==> config.mk <==
export PLATFORM = sky130hd
export DESIGN_NAME = rtc_calendar_decode_core
export DESIGN_NICKNAME = d
export VERILOG_FILES = /design/src/rtl/rcd_pkg.sv /design/src/rtl/rtc_calendar_decode_core.sv
export SDC_FILE = /design/constraint.sdc
export NUM_CORES = 1
export LEC_CHECK = 0
export BUFFER_PORTS_ARGS = -buffer_cell sky130_fd_sc_hd__buf_2
export CAP_MARGIN = 40
export CORE_MARGIN = 4
export CORE_UTILIZATION = 50
export DETAILED_ROUTE_END_ITERATION = 6
export PLACE_DENSITY = 0.72
export SETUP_SLACK_MARGIN = 0.05
export SLEW_MARGIN = 20
export SYNTH_ARGS = -nofsm -noshare
export SYNTH_HDL_FRONTEND = slang
export SYNTH_SLANG_ARGS = --single-unit
export TNS_END_PERCENT = 30
==> constraint.sdc <==
create_clock -name clk_i -period 9.4 [get_ports clk_i]
set_input_delay 0.94 -clock clk_i [delete_from_list [all_inputs] [get_ports clk_i]]
set_output_delay 0.94 -clock clk_i [all_outputs]
set_load 0.01 [all_outputs]
==> src/rtl/rcd_pkg.sv <==
package rcd_pkg;

  // Offsets applied while decoding.
  localparam int unsigned YearBase       = 2000;
  localparam int unsigned PmHourOffset   = 12;
  localparam int unsigned MinutesPerHour = 60;
  localparam int unsigned DaysPerWeek    = 7;

  // A weekday register code of seven is folded onto Sunday (zero).
  localparam logic [2:0] WeekdaySundayAlias = 3'd7;
  localparam logic [2:0] WeekdaySunday      = 3'd0;

  // Division by seven as a multiply by a reciprocal and a shift.
  // The product is exact for every dividend below 512.
  localparam int unsigned Recip7      = 293;
  localparam int unsigned Recip7Shift = 11;

  // Decodes one packed BCD byte. A nibble above nine keeps its binary weight.
  function automatic logic [7:0] bcd_decode(input logic [7:0] b);
    logic [7:0] tens;
    tens = {4'b0000, b[7:4]};
    return (tens << 3) + (tens << 1) + {4'b0000, b[3:0]};
  endfunction

  // Days in the year before the first of the given month. A month code
  // outside January to December gives no offset.
  function automatic logic [8:0] days_before_month(input logic [4:0] month);
    logic [8:0] days;
    unique case (month)
      5'd1:    days = 9'd0;
      5'd2:    days = 9'd31;
      5'd3:    days = 9'd59;
      5'd4:    days = 9'd90;
      5'd5:    days = 9'd120;
      5'd6:    days = 9'd151;
      5'd7:    days = 9'd181;
      5'd8:    days = 9'd212;
      5'd9:    days = 9'd243;
      5'd10:   days = 9'd273;
      5'd11:   days = 9'd304;
      5'd12:   days = 9'd334;
      default: days = 9'd0;
    endcase
    return days;
  endfunction

endpackage

==> src/rtl/rtc_calendar_decode_core.sv <==
// Calendar decoder for a real-time clock. Each item carries one packed BCD
// time word and one packed BCD date word; the block returns the hour (with
// twelve added when the PM flag is set), minute, second, day, month, the
// four-digit year (2000 plus the BCD year), the weekday (register code seven
// reads as Sunday, zero), the minute of the day, the day of the year (with a
// leap day after February in years divisible by four) and the week of the
// year. BCD digits are not checked: a nibble above nine keeps its binary
// weight and each result wraps to its port width. The block has an input
// register and a result register with the decode logic between them. An
// item's result is registered as the item moves from the input register
// into the result register, which waits while an earlier result is held
// at the output. A new item can be taken in every cycle unless both
// registers are full and the output is held. The input register takes a
// new item whenever it is empty or its contents move on into the result
// register in the same cycle, so a result held at the output does not stall
// the input until both registers are full. No state is kept between items.
module rtc_calendar_decode_core
  import rcd_pkg::*;
(
  input  logic        clk_i,
  input  logic        rst_ni,

  input  logic        in_valid_i,
  output logic        in_ready_o,
  input  logic [22:0] time_word_i,
  input  logic [23:0] date_word_i,

  output logic        out_valid_o,
  input  logic        out_ready_i,
  output logic [4:0]  hour_o,
  output logic [5:0]  minute_o,
  output logic [5:0]  second_o,
  output logic [4:0]  day_o,
  output logic [3:0]  month_o,
  output logic [11:0] year_o,
  output logic [2:0]  weekday_o,
  output logic [10:0] minute_of_day_o,
  output logic [8:0]  day_of_year_o,
  output logic [5:0]  week_of_year_o
);

  // Input register.
  logic        in_valid_q, in_valid_d;
  logic [22:0] time_word_q;
  logic [23:0] date_word_q;

  // Result register.
  logic        out_valid_q, out_valid_d;
  logic [4:0]  hour_q;
  logic [5:0]  minute_q;
  logic [5:0]  second_q;
  logic [4:0]  day_q;
  logic [3:0]  month_q;
  logic [11:0] year_q;
  logic [2:0]  weekday_q;
  logic [10:0] minute_of_day_q;
  logic [8:0]  day_of_year_q;
  logic [5:0]  week_of_year_q;

  logic in_load;
  logic out_load;

  // Full-width decoded values; the ports take their low bits.
  logic [7:0]  hour_bcd, minute_bcd, second_bcd, day_bcd, month_bcd, year_bcd;
  logic [5:0]  hour_full;    // at most 57
  logic [6:0]  minute_full;  // at most 85
  logic [6:0]  second_full;
  logic [5:0]  day_full;     // at most 45
  logic [4:0]  month_full;   // at most 25
  logic [11:0] year_full;    // at most 2165
  logic [2:0]  weekday;
  logic [11:0] minute_of_day_full;
  logic        leap_day;
  logic [8:0]  day_of_year_full;  // at most 380
  logic [8:0]  week_num;          // day of year plus seven less weekday
  logic [17:0] week_prod;
  logic [6:0]  week_quot;
  logic [5:0]  week_of_year;

  // Handshake. The result register loads when it is empty or being emptied;
  // the input register loads when it is empty or handing over this cycle.
  assign out_load   = in_valid_q && (!out_valid_q || out_ready_i);
  assign in_ready_o = !in_valid_q || out_load;
  assign in_load    = in_valid_i && in_ready_o;

  // When the input register is not ready it is holding an item.
  assign in_valid_d  = in_ready_o ? in_valid_i : 1'b1;
  assign out_valid_d = out_load ? 1'b1 : (out_valid_q && !out_ready_i);

  always_ff @(posedge clk_i or negedge rst_ni) begin
    if (!rst_ni) begin
      in_valid_q  <= 1'b0;
      out_valid_q <= 1'b0;
    end else begin
      in_valid_q  <= in_valid_d;
      out_valid_q <= out_valid_d;
    end
  end

  always_ff @(posedge clk_i) begin
    if (in_load) begin
      time_word_q <= time_word_i;
      date_word_q <= date_word_i;
    end
  end

  // Field decode.
  always_comb begin
    hour_bcd   = bcd_decode({2'b00, time_word_q[21:16]});
    minute_bcd = bcd_decode({1'b0, time_word_q[14:8]});
    second_bcd = bcd_decode({1'b0, time_word_q[6:0]});
    day_bcd    = bcd_decode({2'b00, date_word_q[5:0]});
    month_bcd  = bcd_decode({3'b000, date_word_q[12:8]});
    year_bcd   = bcd_decode(date_word_q[23:16]);

    hour_full   = hour_bcd[5:0] + (time_word_q[22] ? 6'(PmHourOffset) : 6'd0);
    minute_full = minute_bcd[6:0];
    second_full = second_bcd[6:0];
    day_full    = day_bcd[5:0];
    month_full  = month_bcd[4:0];
    year_full   = 12'(YearBase) + {4'b0000, year_bcd};

    weekday = (date_word_q[15:13] == WeekdaySundayAlias) ? WeekdaySunday
                                                         : date_word_q[15:13];
  end

  // Derived values.
  always_comb begin
    minute_of_day_full = {6'b000000, hour_full} * 12'(MinutesPerHour)
                       + {5'b00000, minute_full};

    // The base year is a multiple of four, so only the BCD year matters here.
    leap_day = (year_full[1:0] == 2'b00) && (month_full > 5'd2);
    day_of_year_full = days_before_month(month_full) + {3'b000, day_full}
                     + {8'h00, leap_day};

    // Never negative: the weekday is at most six.
    week_num     = day_of_year_full + 9'(DaysPerWeek) - {6'b000000, weekday};
    week_prod    = {9'h000, week_num} * 18'(Recip7);
    week_quot    = week_prod[17:Recip7Shift];
    week_of_year = 6'(week_quot + 7'd1);
  end

  always_ff @(posedge clk_i) begin
    if (out_load) begin
      hour_q          <= hour_full[4:0];
      minute_q        <= minute_full[5:0];
      second_q        <= second_full[5:0];
      day_q           <= day_full[4:0];
      month_q         <= month_full[3:0];
      year_q          <= year_full;
      weekday_q       <= weekday;
      minute_of_day_q <= minute_of_day_full[10:0];
      day_of_year_q   <= day_of_year_full;
      week_of_year_q  <= week_of_year;
    end
  end

  assign out_valid_o     = out_valid_q;
  assign hour_o          = hour_q;
  assign minute_o        = minute_q;
  assign second_o        = second_q;
  assign day_o           = day_q;
  assign month_o         = month_q;
  assign year_o          = year_q;
  assign weekday_o       = weekday_q;
  assign minute_of_day_o = minute_of_day_q;
  assign day_of_year_o   = day_of_year_q;
  assign week_of_year_o  = week_of_year_q;

  // The input side only stalls when both registers hold an item and the
  // output is not being drained.
  a_stall_only_when_full: assert property (@(posedge clk_i) disable iff (!rst_ni)
    !in_ready_o |-> (in_valid_q && out_valid_q && !out_ready_i))
    else $error("input stalled while a register stage was free");

  // An item handed from the input register shows up at the output next cycle.
  a_handover_reaches_output: assert property (@(posedge clk_i) disable iff (!rst_ni)
    out_load |=> out_valid_o)
    else $error("item lost between input and result registers");

  // The week number is one plus a non-negative quotient and never wraps.
  a_week_nonzero: assert property (@(posedge clk_i) disable iff (!rst_ni)
    out_valid_o |-> (week_of_year_o != 6'd0))
    else $error("week of year is zero");

  // The year is always the base year plus at most a two-digit BCD value.
  a_year_range: assert property (@(posedge clk_i) disable iff (!rst_ni)
    out_valid_o |-> (year_o >= 12'(YearBase) && year_o <= 12'd2165))
    else $error("decoded year out of range");

endmodule

==> metrics.md, run 1 <==
| Metric | Value |
|---|---|
| Per-cell via count in the routed design | `5.14` |
| FF-to-FF path depth | `35` |
| Source of the worst register-to-register timing path | `date_word_q[12]` |
| CTS sink count | `110` |
| Number of flops mapped to enable cells by yosys | `108` |
| Post-synth ARST share | `0.0182` |
| Post-DRT Antenna Nets | `0` |
| Fraction of final layout cells sized beyond drive strength 1 | `0.217` |
| Critical path launch point type | `flop` |
| Portion of the post-synthesis area used by sequential elements | `0.468` |
| WP data arrival | `8.88 ns` |
| Commonest register cell after synthesis | `sky130_fd_sc_hd__edfxtp_1` |
| Clock tree from TritonCTS | `done` |
| Placer Congestion | `0.844` |
| Register-to-Register Setup Slack | `0.62 ns` |
| CP endpoint kind | `flop` |
| Cell with the largest stage delay on the worst path | `sky130_fd_sc_hd__fa_1` |
| Drt first-iter violations | `190` |
| Max Freq | `114 MHz` |
| Site row count | `43` |
| Synth-to-layout area growth | `16.2%` |
| IO Pins | `120` |
| Total Routing Usage GR | `0.171` |
| Max-slew violation count | `0` |
| Number of cells in the finished layout apart from fillers | `861` |
| Max stage delay on crit path | `0.54 ns` |
| CP Launch Point | `date_word_q[12]` |
| Half-perimeter wire length after placement | `10.5 mm` |
| Post-CTS repair timing setup buffer count | `0` |
| Fraction of the cycle the final worst path needs | `0.934` |
| Clock skew after layout | `0.00767 ns` |
| Seq cells post-synth | `110` |
| # port buffers | `115` |
| Clock latency on the worst-skew pair | `0.35 ns` |
| Avg Synthesized Cell Area | `12.7 sq um` |
| Placed Instances | `845` |
| Vias in the first global route | `4796` |
| Reg-to-reg endpoint | `week_of_year_o[4]` |
| Hold Path Class | `in2async` |
| Wirelength, routed | `13.0 mm` |
| Required @ worst endpoint | `9.50 ns` |
| Rel. slew slack | `0.565` |
| Cts bufs inserted | `9` |
| Deepest clock path buffer count | `2` |
| Total number of vias | `4428` |
| Diodes inserted | `0` |
| Yosys warning count | `0` |
| Final net count | `866` |
| Type of the setup path with the least slack | `reg2reg` |
| Total Neg Setup Slack | `0 ns` |
| CTS clk-pin slew, worst paths | `0.07 ns` |
| Global-route wire length before repair | `21.8 mm` |
| Number of antenna violations at the first check in global routing | `0` |
| Wire length per cell after detailed routing | `15.1 microns` |
| Post-synth design cell area | `0.00703 sq mm` |
| Nets in the synthesized netlist | `742` |
| Pre-Repair DR Iteration Count | `4` |
| Termination of the worst setup path | `week_of_year_o[4]` |
| Yosys cell types | `49` |
| Cell seen most often among critical-path stages | `sky130_fd_sc_hd__ha_1` |
| Hold violation count in the final report | `0` |
| Transition time at the pin with the least slew margin | `0.649 ns` |
| H-tree levels | `3` |
| Critical path peak fanout | `11` |
| Starting density of the core | `0.509` |
| Pin count of the biggest net entering global routing | `45` |
| Final setup viols | `0` |
| DRC viols | `0` |
| Run status | `finished clean` |
| Max capacitance violation total | `0` |
| Cells after Synth | `552` |
| Post-layout minimum cycle time | `8.78 ns` |
| Setup repair after global routing missed its margin | `no` |
| Die area | `0.0160 sq mm` |
| Width of the die | `127 microns` |
| Overflow after GRT | `0` |
| Root buffer selected by CTS | `sky130_fd_sc_hd__clkbuf_16` |
| Core footprint | `0.0138 sq mm` |
| Height of the die | `127 microns` |
## sequential cells by signal (all words and copies together) (netlist names)
name,count
day_of_year_o,9
hour_o,5
weekday_o,3
month_o,4
date_word_q,22
in_valid_q,1
out_valid_o,1
week_of_year_o,6
year_o,12
minute_o,6
minute_of_day_o,9
time_word_q,21
second_o,6
day_o,5
## layout make-up
cell class,instances,area [sq um]
multi-input cells,350,3410
fillers,1100,5650
clock inverters,7,81.3
well taps,180,225
repair buffers,117,603
inverters,88,333
flip-flops and latches,110,3290
clock buffers,9,225
## cell usage after synthesis (2+ instances only)
library cell / instances / area share
sky130_fd_sc_hd__clkbuf_1: 2 / 0.0011
sky130_fd_sc_hd__inv_1: 87 / 0.046
sky130_fd_sc_hd__dfrtp_1: 2 / 0.0071
sky130_fd_sc_hd__o211ai_1: 2 / 0.0021
sky130_fd_sc_hd__nor4_1: 2 / 0.0018
sky130_fd_sc_hd__a21oi_1: 24 / 0.017
sky130_fd_sc_hd__nand2_1: 26 / 0.014
sky130_fd_sc_hd__mux2i_1: 3 / 0.0043
sky130_fd_sc_hd__nor2_1: 14 / 0.0075
sky130_fd_sc_hd__o21a_1: 5 / 0.0053
sky130_fd_sc_hd__xnor2_1: 33 / 0.041
sky130_fd_sc_hd__nand3_1: 2 / 0.0014
sky130_fd_sc_hd__a211oi_1: 4 / 0.0043
sky130_fd_sc_hd__edfxtp_1: 108 / 0.46
sky130_fd_sc_hd__xor2_1: 12 / 0.015
sky130_fd_sc_hd__o31ai_1: 3 / 0.0032
sky130_fd_sc_hd__nor3_1: 9 / 0.0064
sky130_fd_sc_hd__o21ai_0: 12 / 0.0085
sky130_fd_sc_hd__nor2b_1: 9 / 0.0080
sky130_fd_sc_hd__and2_1: 3 / 0.0027
sky130_fd_sc_hd__o21bai_1: 3 / 0.0032
sky130_fd_sc_hd__buf_4: 2 / 0.0021
sky130_fd_sc_hd__a21o_1: 15 / 0.016
sky130_fd_sc_hd__ha_1: 109 / 0.19
sky130_fd_sc_hd__and3_1: 3 / 0.0027
sky130_fd_sc_hd__nand2b_1: 4 / 0.0036
sky130_fd_sc_hd__a31oi_1: 3 / 0.0027
sky130_fd_sc_hd__fa_1: 30 / 0.085
## layer usage
layer,part of all wire,vias up,global-route usage,wire length (microns)
met2,0.52,122,0.302,6690
li1,-,2173,-,-
met3,0.048,34,0.0425,626
met5,0,-,0,0
met1,0.40,2099,0.198,5260
met4,0.032,0,0.0694,416
## per-stage QoR
| stage | instance area (sq um) | worst slack [ns] | hold WS, ns | util |
|---|---|---|---|---|
| after floorplan | 7030 | 1.41 | 0.400 | - |
| after global placement | 7820 | 0.591 | 0.402 | 0.566 |
| after detailed placement | 7840 | 0.406 | 0.416 | 0.567 |
| after CTS | 8150 | 0.270 | 0.338 | 0.589 |
| after global routing | 8170 | 0.125 | 0.333 | 0.591 |
| final | 8170 | 0.624 | 0.353 | 0.591 |
## worst min path at each step
stage,from,depth (start not counted),slack (ns),end
after global routing,rst_ni,1,0.33,in_valid_q
after floorplan,time_word_q[8],0,0.40,minute_o[0]
after detailed placement,time_word_q[8],0,0.42,minute_o[0]
final,rst_ni,1,0.35,in_valid_q
after CTS,rst_ni,1,0.34,in_valid_q
after global placement,time_word_q[0],0,0.40,second_o[0]
## critical path: cells and delay by family, from the launching register on
kind | cells | cell delay [ns]
muxes | 1 | 0.10
buffers and inverters | 3 | 0.25
xor gates and xnor gates | 4 | 0.73
DFF | 1 | 0.41
AOI/OAI and AO/OA | 12 | 2.26
and+or+nand+nor | 2 | 0.35
adders and majority gates | 13 | 4.39
## cell usage in the layout (no fill, tap or decap), types with 3 or more instances in the layout
| cell | Yosys | final |
|---|---|---|
| sky130_fd_sc_hd__edfxtp_1 | 108 | 108 |
| sky130_fd_sc_hd__nand2b_1 | 4 | 4 |
| sky130_fd_sc_hd__clkbuf_16 | 0 | 9 |
| sky130_fd_sc_hd__and3_1 | 3 | 3 |
| sky130_fd_sc_hd__o21bai_1 | 3 | 3 |
| sky130_fd_sc_hd__o21a_1 | 5 | 5 |
| sky130_fd_sc_hd__inv_1 | 87 | 87 |
| sky130_fd_sc_hd__nor2_1 | 14 | 14 |
| sky130_fd_sc_hd__a211oi_1 | 4 | 3 |
| sky130_fd_sc_hd__nor3_1 | 9 | 8 |
| sky130_fd_sc_hd__o21ai_0 | 12 | 12 |
| sky130_fd_sc_hd__xor2_1 | 12 | 11 |
| sky130_fd_sc_hd__mux2i_1 | 3 | 3 |
| sky130_fd_sc_hd__a31oi_1 | 3 | 3 |
| sky130_fd_sc_hd__buf_2 | 0 | 115 |
| sky130_fd_sc_hd__a21oi_1 | 24 | 24 |
| sky130_fd_sc_hd__nand2_1 | 26 | 26 |
| sky130_fd_sc_hd__nor2b_1 | 9 | 9 |
| sky130_fd_sc_hd__o31ai_1 | 3 | 3 |
| sky130_fd_sc_hd__a21o_1 | 15 | 15 |
| sky130_fd_sc_hd__xnor2_1 | 33 | 33 |
| sky130_fd_sc_hd__ha_1 | 109 | 108 |
| sky130_fd_sc_hd__fa_1 | 30 | 30 |
## cell families after synthesis
kind of cell,Yosys count,share of synthesized area
AOI/OAI and AO/OA,81,0.0786
adders and majority gates,139,0.279
xor gates and xnor gates,47,0.0616
buffers and inverters,92,0.0505
and+or+nand+nor,80,0.0575
DFF,110,0.468
muxes,3,0.00427
## repair_timing
item / 4_1_cts / 5_1_grt
hold buffers: 0 / 0
setup endpoints to repair: 0 / 2
resized for setup: 0 / 5
Power of run 1 is not shown: default switching activity piles up to over one toggle a cycle in this logic, so the estimate is an artifact.
==> inputs of run 2 (changes only) <==
--- a/config.mk
+++ b/config.mk
@@ -11,6 +11,7 @@
 export CORE_UTILIZATION = 50
 export DETAILED_ROUTE_END_ITERATION = 6
 export PLACE_DENSITY = 0.72
+export REMOVE_ABC_BUFFERS = 1
 export SETUP_SLACK_MARGIN = 0.05
 export SLEW_MARGIN = 20
 export SYNTH_ARGS = -nofsm -noshare
==> run 2 against run 1 <==
Register-to-register slack got worse by 0.07 ns. Wire length increased by 0.21%. First-iteration DRC count decreased by 37%. Sequential cell count unchanged. Critical endpoint unchanged. Largest cell class unchanged.
==> metrics.md, run 2 (synthesis gave the netlist of run 1 again) <==
| Metric | Value |
|---|---|
| Overflow after GRT | `0 (unchanged)` |
| Wire length per cell after detailed routing | `15.1 microns (+0.21%)` |
| Post-CTS repair timing setup buffer count | `0 (unchanged)` |
| DRC viols | `0 (unchanged)` |
| Hold Buf Count CTS | `0 (unchanged)` |
| Clock skew after layout | `0.00741 ns (-0.000251 ns)` |
| Site row count | `43 (unchanged)` |
| CTS clk-pin slew, worst paths | `0.08 ns (about the same)` |
| Max Freq | `113 MHz (-0.76%)` |
| Cell seen most often among critical-path stages | `sky130_fd_sc_hd__ha_1` |
| Pre-Repair DR Iteration Count | `4 (unchanged)` |
| # port buffers | `115 (unchanged)` |
| CTS sink count | `110 (unchanged)` |
| Vias in the first global route | `4531 (-5.5%)` |
| Cell with the largest stage delay on the worst path | `sky130_fd_sc_hd__fa_1` |
| Leading cell types in the layout, fill and taps excluded | `115 x sky130_fd_sc_hd__buf_2, 108 x sky130_fd_sc_hd__ha_1, 108 x sky130_fd_sc_hd__edfxtp_1` |
| Post-DRT Antenna Nets | `0 (unchanged)` |
| Run status | `finished clean` |
| Wirelength, routed | `13.0 mm (+0.21%)` |
| Die area | `0.0160 sq mm (unchanged)` |
| Critical path launch point type | `flop` |
| Clock tree from TritonCTS | `done` |
| Register with the most flip-flops | `date_word_q` |
| Max FFs per register | `22 (unchanged)` |
| Commonest non-fill, non-tap cell in the layout | `sky130_fd_sc_hd__buf_2` |
| Registers with the most flip-flops | `date_word_q (22), time_word_q (21), year_o (12)` |
| Root buffer selected by CTS | `sky130_fd_sc_hd__clkbuf_16` |
| WL met2 | `6.77 mm (+1.2%)` |
| Source of the worst register-to-register timing path | `date_word_q[12]` |
| Total Routing Usage GR | `0.168 (-0.00304)` |
| Max stage delay on crit path | `0.54 ns (about the same)` |
| Max capacitance violation total | `0 (unchanged)` |
| CP Launch Point | `date_word_q[12]` |
| Post-layout minimum cycle time | `8.84 ns (+0.0670 ns)` |
| Number of antenna violations at the first check in global routing | `0 (unchanged)` |
| Highest routing layer actually used | `met4` |
| Core footprint | `0.0138 sq mm (unchanged)` |
| Diodes inserted | `0 (unchanged)` |
| Final setup viols | `0 (unchanged)` |
| Starting density of the core | `0.509 (unchanged)` |
| Per-cell via count in the routed design | `5.08 (-1.1%)` |
| Max-slew violation count | `0 (unchanged)` |
| Clock latency on the worst-skew pair | `0.35 ns (about the same)` |
| Fraction of the cycle the final worst path needs | `0.941 (+0.00712)` |
| Met3 routed wirelength | `575 microns (-8.1%)` |
| CP endpoint kind | `flop` |
| Drt first-iter violations | `119 (-37%)` |
| Global-route wire length before repair | `21.5 mm (-1.3%)` |
| H-tree levels | `3 (unchanged)` |
| Deepest clock path buffer count | `2 (unchanged)` |
| Synth-to-layout area growth | `15.9%` |
| Rel. slew slack | `0.521 (-0.0439)` |
| Combined buffer and inverter count along the critical path | `4 (+1)` |
| Height of the die | `127 microns (unchanged)` |
| IO Pins | `120 (unchanged)` |
| Critical path peak fanout | `11 (unchanged)` |
| Hold Path Class | `in2async` |
| Setup repair after global routing missed its margin | `no` |
| Total number of vias | `4378 (-1.1%)` |
| Total Neg Setup Slack | `0 ns (unchanged)` |
| Crit-path leading delay family | `adder cells` |
| WP data arrival | `8.95 ns (+0.07 ns)` |
| Fraction of final layout cells sized beyond drive strength 1 | `0.219 (+0.00147)` |
| CTS resizes | `0 (unchanged)` |
| Placer Congestion | `0.853 (+1.0%)` |
| Transition time at the pin with the least slew margin | `0.718 ns (+0.0690 ns)` |
| Final net count | `866 (unchanged)` |
| Required @ worst endpoint | `9.51 ns (about the same)` |
| Width of the die | `127 microns (unchanged)` |
| Half-perimeter wire length after placement | `10.4 mm (-0.96%)` |
| Pin count of the biggest net entering global routing | `56 (+24%)` |
| Type of the setup path with the least slack | `reg2reg` |
| Hold violation count in the final report | `0 (unchanged)` |
| Wire length the detailed router placed on met1 | `5.42 mm (+3.1%)` |
| Cts bufs inserted | `9 (unchanged)` |
[run 2: final timing paths]
kind,to,slack [ns],cells after the start
max,week_of_year_o[4],0.56,35
min,out_valid_o,0.35,1
max reg2reg,week_of_year_o[4],0.56,35
min reg2reg,second_o[0],0.42,0
max in group asynchronous,in_valid_q,8.96,1
min in group clk_i,second_o[0],0.42,0
[run 2: per-layer routing]
layer,vias to the layer above,GRT usage
met5,-,0
met2,106,0.297
li1,2174,-
met3,16,0.0383
met4,0,0.0562
met1,2082,0.203
[run 2: layout make-up]
| cell class | count | area [sq um] |
|---|---|---|
| Inverter | 88 | 333 |
| Tap cell | 180 | 225 |
| Fill cell | 1115 | 5680 |
| Clock buffer | 9 | 225 |
| Sequential cell | 110 | 3290 |
| Timing Repair Buffer | 117 | 603 |
| Clock inverter | 7 | 55.1 |
| Multi-Input combinational cell | 350 | 3410 |
[run 2: metrics by stage]
stage	worst slack (ns)	std cells	hold slack (ns)	area, sq um	util
floorplan	1.41	548	0.400	7010	-
global placement	0.558	844	0.406	7820	0.566
detailed placement	0.321	845	0.410	7840	0.567
CTS	0.268	861	0.334	8120	0.587
global route	0.0705	861	0.327	8150	0.589
finish	0.557	861	0.351	8150	0.589
Power of run 2 is left out for the same reason.
